### src/hdl/tgr_pkg.sv
// ----------------------------------------------------------------------------
// tgr_pkg: shared types, constants and font table of the text glyph generator
// Holds the item classification codes, the queue entry layout, the register
// file image and the fixed 5x7 uppercase font.
// ----------------------------------------------------------------------------
package tgr_pkg;

   localparam int COORD_BITS     = 16;
   localparam int CODE_BITS      = 8;
   localparam int SCALE_BITS     = 4;
   localparam int COLOR_BITS     = 32;
   localparam int GLYPH_W        = 5;
   localparam int GLYPH_H        = 7;
   localparam int GLYPH_COUNT    = 26;
   localparam int LETTER_BITS    = 5;
   localparam int ROW_BITS       = 3;
   localparam int COL_BITS       = 3;
   localparam int QUEUE_DEPTH    = 2;
   localparam int QUEUE_IDX_BITS = 1;
   localparam int QUEUE_CNT_BITS = 2;

   localparam int CSR_ADDR_BITS  = 4;
   localparam int CSR_DATA_BITS  = 32;
   localparam int CSR_IDX_BITS   = 2;

   localparam logic [CODE_BITS-1:0] CHAR_NUL     = 8'h00;
   localparam logic [CODE_BITS-1:0] CHAR_NEWLINE = 8'h0A;
   localparam logic [CODE_BITS-1:0] CHAR_LOWER_A = 8'h61;
   localparam logic [CODE_BITS-1:0] CHAR_LOWER_Z = 8'h7A;
   localparam logic [CODE_BITS-1:0] CHAR_UPPER_A = 8'h41;
   localparam logic [CODE_BITS-1:0] CHAR_UPPER_Z = 8'h5A;

   typedef logic [COORD_BITS-1:0] coord_type;
   typedef logic [SCALE_BITS-1:0] scale_type;
   typedef logic [COLOR_BITS-1:0] color_type;
   typedef logic [LETTER_BITS-1:0] letter_type;
   typedef logic [GLYPH_W-1:0] glyph_row_type;

   // register indexes on the configuration port
   typedef enum logic [CSR_IDX_BITS-1:0] {
      CSR_ORIGIN_X    = 2'd0,
      CSR_ORIGIN_Y    = 2'd1,
      CSR_PIXEL_SCALE = 2'd2,
      CSR_INK_COLOR   = 2'd3
   } csr_idx_type;

   // what the back end must do with one character
   typedef enum logic [1:0] {
      KIND_NUL     = 2'd0,
      KIND_NEWLINE = 2'd1,
      KIND_ADVANCE = 2'd2,
      KIND_GLYPH   = 2'd3
   } kind_type;

   typedef struct packed {
      kind_type   kind;
      letter_type letter;
      logic       new_text;
   } entry_type;

   typedef struct packed {
      coord_type origin_x;
      coord_type origin_y;
      scale_type pixel_scale;
      color_type ink_color;
   } cfg_type;

   // bit GLYPH_W-1 of a row is the leftmost dot
   localparam glyph_row_type GLYPH_ROM [0:GLYPH_COUNT-1][0:GLYPH_H-1] = '{
      '{5'h0E, 5'h11, 5'h11, 5'h1F, 5'h11, 5'h11, 5'h11},
      '{5'h1E, 5'h11, 5'h11, 5'h1E, 5'h11, 5'h11, 5'h1E},
      '{5'h0E, 5'h11, 5'h10, 5'h10, 5'h10, 5'h11, 5'h0E},
      '{5'h1E, 5'h11, 5'h11, 5'h11, 5'h11, 5'h11, 5'h1E},
      '{5'h1F, 5'h10, 5'h10, 5'h1E, 5'h10, 5'h10, 5'h1F},
      '{5'h1F, 5'h10, 5'h10, 5'h1E, 5'h10, 5'h10, 5'h10},
      '{5'h0E, 5'h11, 5'h10, 5'h17, 5'h11, 5'h11, 5'h0F},
      '{5'h11, 5'h11, 5'h11, 5'h1F, 5'h11, 5'h11, 5'h11},
      '{5'h1F, 5'h04, 5'h04, 5'h04, 5'h04, 5'h04, 5'h1F},
      '{5'h01, 5'h01, 5'h01, 5'h01, 5'h11, 5'h11, 5'h0E},
      '{5'h11, 5'h12, 5'h14, 5'h18, 5'h14, 5'h12, 5'h11},
      '{5'h10, 5'h10, 5'h10, 5'h10, 5'h10, 5'h10, 5'h1F},
      '{5'h11, 5'h1B, 5'h15, 5'h15, 5'h11, 5'h11, 5'h11},
      '{5'h11, 5'h19, 5'h15, 5'h13, 5'h11, 5'h11, 5'h11},
      '{5'h0E, 5'h11, 5'h11, 5'h11, 5'h11, 5'h11, 5'h0E},
      '{5'h1E, 5'h11, 5'h11, 5'h1E, 5'h10, 5'h10, 5'h10},
      '{5'h0E, 5'h11, 5'h11, 5'h11, 5'h15, 5'h12, 5'h0D},
      '{5'h1E, 5'h11, 5'h11, 5'h1E, 5'h14, 5'h12, 5'h11},
      '{5'h0F, 5'h10, 5'h10, 5'h0E, 5'h01, 5'h01, 5'h1E},
      '{5'h1F, 5'h04, 5'h04, 5'h04, 5'h04, 5'h04, 5'h04},
      '{5'h11, 5'h11, 5'h11, 5'h11, 5'h11, 5'h11, 5'h0E},
      '{5'h11, 5'h11, 5'h11, 5'h11, 5'h11, 5'h0A, 5'h04},
      '{5'h11, 5'h11, 5'h11, 5'h15, 5'h15, 5'h15, 5'h0A},
      '{5'h11, 5'h11, 5'h0A, 5'h04, 5'h0A, 5'h11, 5'h11},
      '{5'h11, 5'h11, 5'h0A, 5'h04, 5'h04, 5'h04, 5'h04},
      '{5'h1F, 5'h01, 5'h02, 5'h04, 5'h08, 5'h10, 5'h1F}
   };

   // six scaled columns: one glyph plus one blank column
   function automatic coord_type advance_x(input scale_type s);
      logic [SCALE_BITS+2:0] prod;
      prod = {1'b0, s, 2'b00} + {2'b00, s, 1'b0};
      return COORD_BITS'(prod);
   endfunction

   // nine scaled rows: one glyph plus two blank rows
   function automatic coord_type advance_y(input scale_type s);
      logic [SCALE_BITS+3:0] prod;
      prod = {1'b0, s, 3'b000} + {4'b0000, s};
      return COORD_BITS'(prod);
   endfunction

endpackage

### src/hdl/tgr_front.sv
// ----------------------------------------------------------------------------
// tgr_front: character classifier
// Takes request beats, sorts each character into nul, newline, advance-only
// or glyph, folds letters to a font index and pushes the result to the queue.
// ----------------------------------------------------------------------------
module tgr_front (
   input  logic                              clock,
   input  logic                              reset,
   input  logic                              req_valid,
   output logic                              req_ready,
   input  logic [tgr_pkg::CODE_BITS-1:0]     req_char_code,
   input  logic                              req_new_text,
   input  logic                              queue_full,
   output logic                              push,
   output tgr_pkg::entry_type                push_entry
);

   logic [tgr_pkg::CODE_BITS-1:0] lower_off;
   logic [tgr_pkg::CODE_BITS-1:0] upper_off;
   logic                          is_lower;
   logic                          is_upper;
   logic                          seen_ff;
   logic                          seen_in;

   assign lower_off = req_char_code - tgr_pkg::CHAR_LOWER_A;
   assign upper_off = req_char_code - tgr_pkg::CHAR_UPPER_A;
   assign is_lower  = (req_char_code >= tgr_pkg::CHAR_LOWER_A) &&
                      (req_char_code <= tgr_pkg::CHAR_LOWER_Z);
   assign is_upper  = (req_char_code >= tgr_pkg::CHAR_UPPER_A) &&
                      (req_char_code <= tgr_pkg::CHAR_UPPER_Z);

   assign req_ready = !queue_full && seen_ff;
   assign push      = req_valid && req_ready;

   always_comb begin
      push_entry.new_text = req_new_text;
      push_entry.letter   = '0;
      if (req_char_code == tgr_pkg::CHAR_NUL) begin
         push_entry.kind = tgr_pkg::KIND_NUL;
      end else if (req_char_code == tgr_pkg::CHAR_NEWLINE) begin
         push_entry.kind = tgr_pkg::KIND_NEWLINE;
      end else if (is_lower) begin
         push_entry.kind   = tgr_pkg::KIND_GLYPH;
         push_entry.letter = lower_off[tgr_pkg::LETTER_BITS-1:0];
      end else if (is_upper) begin
         push_entry.kind   = tgr_pkg::KIND_GLYPH;
         push_entry.letter = upper_off[tgr_pkg::LETTER_BITS-1:0];
      end else begin
         push_entry.kind = tgr_pkg::KIND_ADVANCE;
      end
   end

   // hold off the first beat until the cycle after reset is released
   assign seen_in = 1'b1;

   always_ff @(posedge clock) begin
      if (reset) begin
         seen_ff <= 1'b0;
      end else begin
         seen_ff <= seen_in;
      end
   end

endmodule

### src/hdl/tgr_queue.sv
// ----------------------------------------------------------------------------
// tgr_queue: two-entry command queue
// Decouples the classifier from the rectangle scanner.
// ----------------------------------------------------------------------------
module tgr_queue (
   input  logic               clock,
   input  logic               reset,
   input  logic               push,
   input  tgr_pkg::entry_type push_entry,
   output logic               full,
   input  logic               pop,
   output logic               head_valid,
   output tgr_pkg::entry_type head_entry
);

   tgr_pkg::entry_type                  store_ff [tgr_pkg::QUEUE_DEPTH];
   logic [tgr_pkg::QUEUE_IDX_BITS-1:0]  wr_ptr_ff;
   logic [tgr_pkg::QUEUE_IDX_BITS-1:0]  wr_ptr_in;
   logic [tgr_pkg::QUEUE_IDX_BITS-1:0]  rd_ptr_ff;
   logic [tgr_pkg::QUEUE_IDX_BITS-1:0]  rd_ptr_in;
   logic [tgr_pkg::QUEUE_CNT_BITS-1:0]  count_ff;
   logic [tgr_pkg::QUEUE_CNT_BITS-1:0]  count_in;
   logic                                do_push;
   logic                                do_pop;

   function automatic logic [tgr_pkg::QUEUE_IDX_BITS-1:0] QUEUE_ONE(input logic en);
      return {{(tgr_pkg::QUEUE_IDX_BITS-1){1'b0}}, en};
   endfunction

   assign full       = (count_ff == tgr_pkg::QUEUE_CNT_BITS'(tgr_pkg::QUEUE_DEPTH));
   assign head_valid = (count_ff != '0);
   assign head_entry = store_ff[rd_ptr_ff];
   assign do_push    = push && !full;
   assign do_pop     = pop && head_valid;

   always_comb begin
      wr_ptr_in = wr_ptr_ff + QUEUE_ONE(do_push);
      rd_ptr_in = rd_ptr_ff + QUEUE_ONE(do_pop);
      count_in  = count_ff;
      if (do_push && !do_pop) begin
         count_in = count_ff + 1'b1;
      end else if (do_pop && !do_push) begin
         count_in = count_ff - 1'b1;
      end
   end

   always_ff @(posedge clock) begin
      if (reset) begin
         wr_ptr_ff <= '0;
         rd_ptr_ff <= '0;
         count_ff  <= '0;
      end else begin
         wr_ptr_ff <= wr_ptr_in;
         rd_ptr_ff <= rd_ptr_in;
         count_ff  <= count_in;
      end
   end

   always_ff @(posedge clock) begin
      if (do_push) begin
         store_ff[wr_ptr_ff] <= push_entry;
      end
   end

endmodule

### src/hdl/tgr_back.sv
// ----------------------------------------------------------------------------
// tgr_back: pen keeper and dot scanner
// Pops one command at a time, updates the pen, walks the set dots of a glyph
// one per cycle while the response is free and drives the response register.
// ----------------------------------------------------------------------------
module tgr_back (
   input  logic                                 clock,
   input  logic                                 reset,
   input  tgr_pkg::cfg_type                     cfg,
   input  logic                                 head_valid,
   input  tgr_pkg::entry_type                   head_entry,
   output logic                                 pop,
   output logic                                 rsp_valid,
   input  logic                                 rsp_ready,
   output logic [tgr_pkg::COORD_BITS-1:0]       rsp_rect_x,
   output logic [tgr_pkg::COORD_BITS-1:0]       rsp_rect_y,
   output logic [tgr_pkg::SCALE_BITS-1:0]       rsp_rect_size,
   output logic [tgr_pkg::COLOR_BITS-1:0]       rsp_rect_color,
   output logic                                 rsp_last_of_char
);

   typedef enum logic {
      ST_IDLE,
      ST_SCAN
   } state_type;

   localparam logic [tgr_pkg::ROW_BITS-1:0] LAST_ROW = tgr_pkg::ROW_BITS'(tgr_pkg::GLYPH_H - 1);

   state_type                        state_ff;
   tgr_pkg::coord_type               pen_x_ff;
   tgr_pkg::coord_type               pen_y_ff;
   tgr_pkg::coord_type               glyph_x_ff;
   tgr_pkg::coord_type               glyph_y_ff;
   tgr_pkg::letter_type              letter_ff;
   logic [tgr_pkg::ROW_BITS-1:0]     row_ff;
   tgr_pkg::glyph_row_type           mask_ff;
   logic                             rsp_valid_ff;
   tgr_pkg::coord_type               rect_x_ff;
   tgr_pkg::coord_type               rect_y_ff;
   tgr_pkg::scale_type               rect_size_ff;
   tgr_pkg::color_type               rect_color_ff;
   logic                             last_ff;

   tgr_pkg::coord_type               base_x;
   tgr_pkg::coord_type               base_y;
   logic [tgr_pkg::ROW_BITS-1:0]     row_next;
   tgr_pkg::glyph_row_type           mask_clr;
   logic [tgr_pkg::COL_BITS-1:0]     col;
   logic                             out_free;
   logic                             emit;
   logic                             row_done;
   logic [tgr_pkg::COL_BITS+tgr_pkg::SCALE_BITS-1:0] col_off;
   logic [tgr_pkg::ROW_BITS+tgr_pkg::SCALE_BITS-1:0] row_off;

   assign pop      = (state_ff == ST_IDLE) && head_valid;
   assign out_free = !rsp_valid_ff || rsp_ready;
   assign emit     = (state_ff == ST_SCAN) && (mask_ff != '0) && out_free;
   assign row_next = row_ff + 1'b1;

   assign base_x = head_entry.new_text ? cfg.origin_x : pen_x_ff;
   assign base_y = head_entry.new_text ? cfg.origin_y : pen_y_ff;

   // leftmost remaining dot of the row
   always_comb begin
      col = '0;
      for (int i = tgr_pkg::GLYPH_W - 1; i >= 0; i--) begin
         if (mask_ff[tgr_pkg::GLYPH_W-1-i]) begin
            col = tgr_pkg::COL_BITS'(i);
         end
      end
   end

   assign mask_clr = mask_ff & ~(tgr_pkg::glyph_row_type'(1 << (tgr_pkg::GLYPH_W - 1)) >> col);
   assign row_done = (mask_clr == '0);
   assign col_off  = col * cfg.pixel_scale;
   assign row_off  = row_ff * cfg.pixel_scale;

   always_ff @(posedge clock) begin
      if (reset) begin
         state_ff     <= ST_IDLE;
         pen_x_ff     <= '0;
         pen_y_ff     <= '0;
         rsp_valid_ff <= 1'b0;
      end else begin
         // load the response register on a new dot, else drop it once taken
         if (emit) begin
            rsp_valid_ff  <= 1'b1;
            rect_x_ff     <= glyph_x_ff + tgr_pkg::COORD_BITS'(col_off);
            rect_y_ff     <= glyph_y_ff + tgr_pkg::COORD_BITS'(row_off);
            rect_size_ff  <= cfg.pixel_scale;
            rect_color_ff <= cfg.ink_color;
            last_ff       <= row_done && (row_ff == LAST_ROW);
         end else if (rsp_ready) begin
            rsp_valid_ff <= 1'b0;
         end
         unique case (state_ff)
            ST_IDLE: begin
               if (pop) begin
                  glyph_x_ff <= base_x;
                  glyph_y_ff <= base_y;
                  letter_ff  <= head_entry.letter;
                  row_ff     <= '0;
                  mask_ff    <= tgr_pkg::GLYPH_ROM[head_entry.letter][0];
                  case (head_entry.kind)
                     tgr_pkg::KIND_NEWLINE: begin
                        pen_x_ff <= cfg.origin_x;
                        pen_y_ff <= base_y + tgr_pkg::advance_y(cfg.pixel_scale);
                     end
                     tgr_pkg::KIND_ADVANCE: begin
                        pen_x_ff <= base_x + tgr_pkg::advance_x(cfg.pixel_scale);
                        pen_y_ff <= base_y;
                     end
                     tgr_pkg::KIND_GLYPH: begin
                        pen_x_ff <= base_x + tgr_pkg::advance_x(cfg.pixel_scale);
                        pen_y_ff <= base_y;
                        if (cfg.pixel_scale != '0) begin
                           state_ff <= ST_SCAN;
                        end
                     end
                     default: begin
                        pen_x_ff <= base_x;
                        pen_y_ff <= base_y;
                     end
                  endcase
               end
            end
            ST_SCAN: begin
               // every row of the font holds a dot, so the last row ends the run
               if (mask_ff == '0) begin
                  if (row_ff == LAST_ROW) begin
                     state_ff <= ST_IDLE;
                  end else begin
                     row_ff  <= row_next;
                     mask_ff <= tgr_pkg::GLYPH_ROM[letter_ff][row_next];
                  end
               end else if (emit) begin
                  if (row_done && (row_ff != LAST_ROW)) begin
                     row_ff  <= row_next;
                     mask_ff <= tgr_pkg::GLYPH_ROM[letter_ff][row_next];
                  end else begin
                     mask_ff <= mask_clr;
                  end
                  if (row_done && (row_ff == LAST_ROW)) begin
                     state_ff <= ST_IDLE;
                  end
               end
            end
            default: begin
               state_ff <= ST_IDLE;
            end
         endcase
      end
   end

   assign rsp_valid        = rsp_valid_ff;
   assign rsp_rect_x       = rect_x_ff;
   assign rsp_rect_y       = rect_y_ff;
   assign rsp_rect_size    = rect_size_ff;
   assign rsp_rect_color   = rect_color_ff;
   assign rsp_last_of_char = last_ff;

endmodule

### src/hdl/text_glyph_rectangle_generator.sv
// ----------------------------------------------------------------------------
// text_glyph_rectangle_generator: 5x7 bitmap font character generator
// Turns a stream of character bytes into filled squares, one per font dot,
// while keeping a pen position for the text.
// ----------------------------------------------------------------------------
//
//  channel   direction  handshake            payload
//  req       in         req_valid/req_ready  req_char_code, req_new_text
//  rsp       out        rsp_valid/rsp_ready  rsp_rect_x/_y/_size/_color, last_of_char
//  csr       in         psel/penable/pready  paddr, pwrite, pwdata, prdata
//
//  A letter leaves the queue, then the back end scanner emits its set dots
//  (up to 20 for this font) one beat per cycle unless the response stalls;
//  any other byte is done once it leaves the queue. Reset is synchronous and
//  empties the queue, clears the pen and loads the register reset values;
//  the request side opens in the cycle after reset is released. A stalled
//  response holds its register and stops the scanner, while the front keeps
//  taking beats until the two-entry queue fills.
//
module text_glyph_rectangle_generator (
   input  logic                                 clock,
   input  logic                                 reset,
   // request channel
   input  logic                                 req_valid,
   output logic                                 req_ready,
   input  logic [tgr_pkg::CODE_BITS-1:0]        req_char_code,
   input  logic                                 req_new_text,
   // response channel
   output logic                                 rsp_valid,
   input  logic                                 rsp_ready,
   output logic [tgr_pkg::COORD_BITS-1:0]       rsp_rect_x,
   output logic [tgr_pkg::COORD_BITS-1:0]       rsp_rect_y,
   output logic [tgr_pkg::SCALE_BITS-1:0]       rsp_rect_size,
   output logic [tgr_pkg::COLOR_BITS-1:0]       rsp_rect_color,
   output logic                                 rsp_last_of_char,
   // configuration port
   input  logic                                 psel,
   input  logic                                 penable,
   input  logic                                 pwrite,
   input  logic [tgr_pkg::CSR_ADDR_BITS-1:0]    paddr,
   input  logic [tgr_pkg::CSR_DATA_BITS-1:0]    pwdata,
   output logic [tgr_pkg::CSR_DATA_BITS-1:0]    prdata,
   output logic                                 pready
);

   tgr_pkg::cfg_type     cfg_ff;
   tgr_pkg::cfg_type     cfg_in;
   tgr_pkg::csr_idx_type csr_idx;
   logic                 csr_write;

   logic                 push;
   tgr_pkg::entry_type   push_entry;
   logic                 queue_full;
   logic                 pop;
   logic                 head_valid;
   tgr_pkg::entry_type   head_entry;

   // register file: the word index sits above the byte offset
   assign pready    = 1'b1;
   assign csr_idx   = tgr_pkg::csr_idx_type'(paddr[tgr_pkg::CSR_ADDR_BITS-1:2]);
   assign csr_write = psel && penable && pwrite && pready;

   always_comb begin
      cfg_in = cfg_ff;
      if (csr_write) begin
         unique case (csr_idx)
            tgr_pkg::CSR_ORIGIN_X:    cfg_in.origin_x    = pwdata[tgr_pkg::COORD_BITS-1:0];
            tgr_pkg::CSR_ORIGIN_Y:    cfg_in.origin_y    = pwdata[tgr_pkg::COORD_BITS-1:0];
            tgr_pkg::CSR_PIXEL_SCALE: cfg_in.pixel_scale = pwdata[tgr_pkg::SCALE_BITS-1:0];
            tgr_pkg::CSR_INK_COLOR:   cfg_in.ink_color   = pwdata[tgr_pkg::COLOR_BITS-1:0];
            default: begin
            end
         endcase
      end
   end

   // read back the addressed register, zero-extended
   always_comb begin
      unique case (csr_idx)
         tgr_pkg::CSR_ORIGIN_X:    prdata = tgr_pkg::CSR_DATA_BITS'(cfg_ff.origin_x);
         tgr_pkg::CSR_ORIGIN_Y:    prdata = tgr_pkg::CSR_DATA_BITS'(cfg_ff.origin_y);
         tgr_pkg::CSR_PIXEL_SCALE: prdata = tgr_pkg::CSR_DATA_BITS'(cfg_ff.pixel_scale);
         tgr_pkg::CSR_INK_COLOR:   prdata = tgr_pkg::CSR_DATA_BITS'(cfg_ff.ink_color);
         default:                  prdata = '0;
      endcase
   end

   always_ff @(posedge clock) begin
      if (reset) begin
         cfg_ff.origin_x    <= '0;
         cfg_ff.origin_y    <= '0;
         cfg_ff.pixel_scale <= tgr_pkg::SCALE_BITS'(1);
         cfg_ff.ink_color   <= '1;
      end else begin
         cfg_ff <= cfg_in;
      end
   end

   // front: classify each request beat and push it to the queue
   tgr_front u_front (
      .clock         (clock),
      .reset         (reset),
      .req_valid     (req_valid),
      .req_ready     (req_ready),
      .req_char_code (req_char_code),
      .req_new_text  (req_new_text),
      .queue_full    (queue_full),
      .push          (push),
      .push_entry    (push_entry)
   );

   // queue: let the front keep accepting while the scanner stalls
   tgr_queue u_queue (
      .clock      (clock),
      .reset      (reset),
      .push       (push),
      .push_entry (push_entry),
      .full       (queue_full),
      .pop        (pop),
      .head_valid (head_valid),
      .head_entry (head_entry)
   );

   // back: move the pen and scan glyph dots into response beats
   tgr_back u_back (
      .clock            (clock),
      .reset            (reset),
      .cfg              (cfg_ff),
      .head_valid       (head_valid),
      .head_entry       (head_entry),
      .pop              (pop),
      .rsp_valid        (rsp_valid),
      .rsp_ready        (rsp_ready),
      .rsp_rect_x       (rsp_rect_x),
      .rsp_rect_y       (rsp_rect_y),
      .rsp_rect_size    (rsp_rect_size),
      .rsp_rect_color   (rsp_rect_color),
      .rsp_last_of_char (rsp_last_of_char)
   );

endmodule

### config.mk
export PLATFORM = sky130hd
export DESIGN_NAME = text_glyph_rectangle_generator
export DESIGN_NICKNAME = d
export VERILOG_FILES = /design/src/hdl/tgr_pkg.sv /design/src/hdl/tgr_front.sv /design/src/hdl/tgr_queue.sv /design/src/hdl/tgr_back.sv /design/src/hdl/text_glyph_rectangle_generator.sv
export SDC_FILE = /design/constraint.sdc
export NUM_CORES = 1
export LEC_CHECK = 0
export BUFFER_PORTS_ARGS = -buffer_cell sky130_fd_sc_hd__buf_2
export CORE_ASPECT_RATIO = 0.9
export CORE_MARGIN = 2
export CORE_UTILIZATION = 57
export CTS_BUF_LIST = sky130_fd_sc_hd__clkbuf_2 sky130_fd_sc_hd__clkbuf_4 sky130_fd_sc_hd__clkbuf_8
export CTS_CLUSTER_DIAMETER = 100
export DETAILED_ROUTE_END_ITERATION = 8
export PLACE_DENSITY = 0.78
export SETUP_SLACK_MARGIN = 0.4
export SKIP_LAST_GASP = 1
export SLEW_MARGIN = 15
export SYNTH_ARGS = -nofsm -noshare
export SYNTH_HDL_FRONTEND = slang
export SYNTH_SLANG_ARGS = --single-unit
### constraint.sdc
create_clock -name clock -period 4.8 [get_ports clock]
set_input_delay 0.96 -clock clock [delete_from_list [all_inputs] [get_ports clock]]
set_output_delay 0.96 -clock clock [all_outputs]
set_load 0.01 [all_outputs]
After elaboration in Yosys (flattened, before gate mapping)

Memory sizes are Yosys's and may differ from the RTL's. A register that Yosys moved wholly into a read port is not among the register bits.
Cells that the tools add are included.

Bitwise gates (word level): 7
Mux-type cells: 52
Multiply operators: 2
Add/subtract/negate cells: 13
Eq/ne operators: 14
Reduce and logical (&&, ||, !) cells: 39
Magnitude comparators: 7
Shift operators: 1

Operators by type and width:

| kind                  | count |
|---|---|
| $mux W35              | 4 |
| $pmux W32 S4          | 1 |
| $mux W5               | 10 |
| $add A16 B7 Y16       | 3 |
| $mux W16              | 3 |
| $pmux W16 S2          | 1 |
| $mux W3               | 10 |
| $add A16 B8 Y16       | 1 |
| $ge A8 B7 Y1 const B  | 2 |
| $le A8 B7 Y1 const B  | 2 |
| $bmux W5 S3           | 1 |
| $logic_and A1 B1 Y1   | 15 |
| $mul A3 B4 Y7         | 2 |
| $mux W1               | 14 |
| $ge A6 B6 Y1 const B  | 2 |
| $ne A3 B3 Y1 const B  | 4 |
| $not A5 Y6            | 2 |
| $reduce_and A2 Y1     | 6 |
| $eq A2 B2 Y1 const B  | 5 |
| $logic_not A5 Y1      | 2 |
| $pmux W5 S2           | 1 |
| $sub A5 B1 Y5 const B | 2 |
| $add A7 B4 Y8         | 1 |
| $eq A8 B4 Y1 const B  | 1 |
| other kinds (29)      | 40 |

Output and inout port bits: 104
Memory bits (read-only): 2240
Word-level logic and storage cells: 160
RAM bits: 16
Flip-flop bits (word level): 221
Memories kept: 3

Memory list:

| name             | words | bits a word | read ports | clocked after memory_dff | wr ports | RTL line        | text |
|---|---|---|---|---|---|---|---|
| (name not given) | 32    | 35          | 1          | 0                        | 0        | tgr_back.sv:103 | `mask_ff <= tgr_pkg::GLYPH_ROM[head_entry.letter][0];` |
| (name not given) | 32    | 35          | 1          | 0                        | 0        | tgr_back.sv:134 | `mask_ff <= tgr_pkg::GLYPH_ROM[letter_ff][row_next];` |
| u_queue.store_ff | 2     | 8           | 1          | 1                        | 1        | tgr_queue.sv:16 | `tgr_pkg::entry_type store_ff [tgr_pkg::QUEUE_DEPTH];` |

Longest topological paths before layout

Depth after elaboration: 14
Gate-level depth with buffers: 15

Cells and area by module

A second synthesis with hierarchy kept.

Cells, all modules: 1319
Area total of the unflattened synthesis: 13579.3 µm²

By module, submodules not included:

| module                         | instances | cells each | sequential area each (µm²) | area an instance (µm²) |
|---|---|---|---|---|
| tgr_back                       | 1         | 881        | 4103.9                     | 9202.6 |
| text_glyph_rectangle_generator | 1         | 348        | 1361.3                     | 3268.1 |
| tgr_queue                      | 1         | 46         | 560.5                      | 777.0 |
| tgr_front                      | 1         | 44         | 20.0                       | 331.6 |

Worst setup path after synthesis

Ideal clock, no wire load.

Path type: reg2reg
Start: register u_queue.rd_ptr_ff (netlist name)
End: register u_back.pen_x_ff[8]
Slack: 0.849 ns
Library setup time: 0.137 ns
Cell stages (with the launch flop): 15
Required time: 4.663 ns
Buffers on the path: 3
Arrival time: 3.814 ns
Cells stage by stage: dfxtp_1 > mux2i_2 > buf_6 > buf_2 > buf_2 > mux2_1 > fa_1 > ha_1 > fa_1 > a211oi_1 > nor2_1 > o21a_1 > nor3b_1 > a221oi_1 > a211oi_1

RTL lines:

| item                 | RTL line        | text |
|---|---|---|
| end signal, assigned | tgr_back.sv:106 | `pen_x_ff <= cfg.origin_x;` |
| end signal, assigned | tgr_back.sv:110 | `pen_x_ff <= base_x + tgr_pkg::advance_x(cfg.pixel_scale);` |
| end signal, assigned | tgr_back.sv:114 | `pen_x_ff <= base_x + tgr_pkg::advance_x(cfg.pixel_scale);` |
| end, declared        | tgr_back.sv:30  | `tgr_pkg::coord_type pen_x_ff;` |

Worst setup path after layout

Start: register u_back.mask_ff[4]
End: register u_back.rect_x_ff[13] (netlist: u_back.rsp_rect_x[13]) (data pin)

Word-level cells in the longest chain between the ends: 3

Ends and longest elaborated chain:

| item                   | RTL line        | text |
|---|---|---|
| start, declared        | tgr_back.sv:36  | `tgr_pkg::glyph_row_type mask_ff;` |
| start signal, assigned | tgr_back.sv:103 |  |
| start signal, assigned | tgr_back.sv:134 |  |
| start signal, assigned | tgr_back.sv:139 | `mask_ff <= tgr_pkg::GLYPH_ROM[letter_ff][row_next];` |
| $mux W3                | tgr_back.sv:67  | `if (mask_ff[tgr_pkg::GLYPH_W-1-i]) begin` |
| $mul A3 B4 Y7          | tgr_back.sv:75  | `assign col_off = col * cfg.pixel_scale;` |
| $add A16 B7 Y16        | tgr_back.sv:88  | `rect_x_ff <= glyph_x_ff + tgr_pkg::COORD_BITS'(col_off);` |
| end signal, assigned   | tgr_back.sv:88  |  |
| end, declared          | tgr_back.sv:38  | `tgr_pkg::coord_type rect_x_ff;` |

No other way between the ends.
A chain may end at the register's enable or synchronous reset.

==> impl_metrics.yaml <==
outcome:
  status: "completed"
detailed_routing:
  drtPass1Iterations: 5
  wl_met3_microns: 2680
  drc: 0
  wl_met1_microns: 13700
  viasPerCell: 5.91
  vias: 10400
  drtIter0Drc: 1123
  routed.top_layer: "met4"
  routedWlPerCell_microns: 18.2
  wl_microns: 31900
  wl_met2_microns: 14600
  ant_nets: 0
sta:
  rsz0062_at_grt: "false"
  finalCritPeriodShare_pct: 83.1
  fmax_ghz: 0.251
  hold_viol: 0
  tns_ns: 0
  skew_ns: 0.0182
  tightest_slew_ns: 1.08
  finalSetupViolations: 0
  min_period_ns: 3.99
  holdWs_ns: 0.448
  drv_slew: 0
  relSlewSlack_pct: 27.8
setup_path:
  critPathKind: "flop to flop"
  cp-end-kind: "flop"
  worst_ep_required_time_ns: 5.08
  r2r_setup_slack_ns: 0.81
  crit_fanout: 14
  r2r_cells: 12
  critPathLaunchType: "flop"
  arrival_ns: 4.27
  reg2reg_to: "u_back.rsp_rect_x[13]"
  r2r-start: "u_back.mask_ff[4]"
worst_hold_path:
  holdPathStages: 0
  min_to: "u_back.rsp_rect_color[29]"
  hp-start: "cfg_ff[29]"
  hp-class: "flop to flop"
global_routing:
  antenna_found_initial: 0
  grt_pass1_vias: 9817
  grtUsageTotal_pct: 26.4
  grt_max_degree: 49
  grt_pass1_wl_microns: 50500
  globalRouteOverflowTotal: 0
synthesis:
  synth_seq_cells: 237
  syn_nets: 1403
  synth_async_sr_flop_share_pct: 0
  synth_edf_count: 130
  ys_warn_count: 0
  ys_seq_area_share_pct: 47.0
  synth_compound_area_share_pct: 13.9
  yosys.area_share.simple_pct: 14.6
  synthDistinctLibCells: 76
  ys.flop_type: "edfxtp_1"
  synth-xor-area-share_pct: 3.14
  synth_top_family_by_area: "simple AND/OR/NAND/NOR gates"
  synthAdderAreaFrac_pct: 8.47
  syn_area_sq_mm: 0.0129
  synth_cells: 1276
  syn_area_per_cell_sq_um: 10.1
  synth_mux_area_share_pct: 8.70
layout:
  num_antenna_cells: 0
  layout_common_cells: "nand2_1, buf_2, edfxtp_1, dfxtp_1, a21oi_1"
  fillCellCount: 1731
  layout-drive-gt1-share_pct: 19.2
  areaGrowthSynthToFinish_pct: 14.9
  final_common_cell: "nand2_1"
  nNetsFinal: 1550
placement:
  place_hpwl_microns: 22300
  place_congestion: 0.931
  port-buffer-count: 152
pwr:
  swShare_pct: 33.5
  peakVddDrop_mv: 0.282
  power_density_mw_per_mm2: 437
  seqPwrFrac_pct: 41.9
  power_mw: 6.44
  p_switching_mw: 2.16
  power_frac_clock_pct: 30.0
  power_frac_comb_pct: 28.1
  p_leak_nw: 5.88
  internal_power_mw: 4.29
die:
  die-area_sq_mm: 0.0238
  rows: 52
  core-area_sq_mm: 0.0223
  die_y_microns: 146
  io_pins: 156
  initial_core_util_pct: 57.6
  die_x_microns: 162
clocking:
  h-tree-depth: 2
  clk_pin_slew_worst_paths_ns: 0.06
  post_cts_buffers: 0
  clk_latency_ns: 0.53
  clock-sinks: 237
  cts_resized: 0
  cts_tree: "built"
  cts-root-buf: "clkbuf_8"
  numCtsBuffers: 40
  cts_hold_buf: 0
  cts_buffer_depth: 3
flow_run:
  drv_cap: 0
worst max-delay path by stage:
stage	startpoint	end	cells past startpoint
final	u_back.mask_ff[4]	u_back.rsp_rect_x[13]	12
after global routing	u_back.mask_ff[4]	u_back.rsp_rect_x[13]	12
after CTS	u_back.mask_ff[4]	u_back.rsp_rect_x[13]	12
after detailed placement	u_back.mask_ff[4]	u_back.rsp_rect_x[13]	12
after global placement	u_back.mask_ff[4]	u_back.rsp_rect_x[13]	12
after floorplan	u_queue.rd_ptr_ff	u_back.pen_x_ff[8]	14
metal layers:
metal	up-vias	GRT usage [%]
li1	4912	-
met4	0	9.07
met3	78	5.14
met1	4908	36.0
met5	-	0
met2	461	42.6
critical path: stages, from the launching register on:
cell	delay [ns]
edfxtp_1	0.55
nor4_1	0.33
buf_4	0.19
nand3_1	0.11
fa_1	0.61
fa_1	0.47
fa_1	0.47
nor2b_1	0.15
o21a_1	0.17
o21ai_0	0.09
a31oi_1	0.34
nand3_1	0.15
xnor2_1	0.14
registers in the layout, indices dropped and copies added, names as in the netlist, 2 cells and up:
signal and flops:
u_queue.store_ff 16, cfg_ff 68, u_back.mask_ff 5, u_back.rsp_rect_y 16
u_back.glyph_x_ff 16, u_back.pen_y_ff 16, u_back.rsp_rect_x 16, u_back.glyph_y_ff 16
u_back.row_ff 3, u_back.rsp_rect_size 4, u_queue.count_ff 2, u_back.pen_x_ff 16
u_back.rsp_rect_color 32, u_back.letter_ff 5
cells in the mapped netlist (6+ instances only):
library cell / count / area share [%]
and2_1: 11 / 0.54
nor4_1: 7 / 0.34
a31oi_1: 11 / 0.54
clkbuf_1: 54 / 1.6
inv_1: 59 / 1.7
o221ai_1: 9 / 0.61
or3_1: 7 / 0.34
a32oi_1: 6 / 0.41
inv_2: 8 / 0.23
nand2b_1: 17 / 0.83
xnor2_1: 30 / 2.0
and3_1: 24 / 1.2
buf_2: 8 / 0.31
xor2_1: 16 / 1.1
o211ai_1: 7 / 0.41
nand4_1: 10 / 0.49
a211oi_1: 16 / 0.93
nor3_1: 24 / 0.93
o21ai_0: 52 / 2.0
edfxtp_1: 130 / 30
mux2_1: 14 / 1.2
a21o_1: 12 / 0.70
nor2b_1: 14 / 0.68
a21oi_1: 85 / 3.3
ha_1: 55 / 5.4
fa_1: 20 / 3.1
mux2_2: 13 / 1.1
dfxtp_1: 107 / 17
mux2i_1: 65 / 5.1
o21ai_1: 19 / 0.74
nand2_1: 184 / 5.4
nand3_1: 28 / 1.1
nor2_1: 60 / 1.8
layout make-up:
type | instances | area [sq um] | area share (%)
Clock inverter | 7 | 63.8 | 0.432
Multi-Input combinational cell | 905 | 6300 | 42.7
Inverter | 68 | 255 | 1.73
Sequential cell | 237 | 6050 | 41.0
Clock buffer | 67 | 822 | 5.57
Tap cell | 297 | 372 | 2.52
Timing Repair Buffer | 171 | 903 | 6.12
power by group through the flow:
| stage | registers [mW] | clock network [mW] | logic, mW |
|---|---|---|---|
| 4_1_cts | 2.69 | 1.96 | 1.79 |
| 3_5_place_dp | 2.73 | 0 | 1.77 |
| 6_report | 2.70 | 1.94 | 1.81 |
| 5_1_grt | 2.73 | 2.05 | 2.00 |
| 3_3_place_gp | 2.72 | 0 | 1.73 |
| 2_1_floorplan | 2.64 | 0 | 1.35 |
cell families after synthesis:
group                    after synthesis
AND/OR/NAND/NOR                      403
AO/OA/AOI/OAI                        279
flip-flops                           237
buffers and inverters                134
multiplexers                         101
adder cells (fa/ha/maj)               75
XOR/XNOR                              46
other                                  1
through the flow:
stage               setup WS, ns  instance area (sq um)  util, %  cells
global placement           0.907                  13900     62.2   1678
floorplan                  0.849                  12900        -   1276
detailed placement         0.797                  13900     62.2   1678
finish                     0.810                  14800     66.2   1752
CTS                        0.791                  14800     66.2   1752
global route               0.554                  14800     66.2   1752
(Power assumes the default switching activity.)
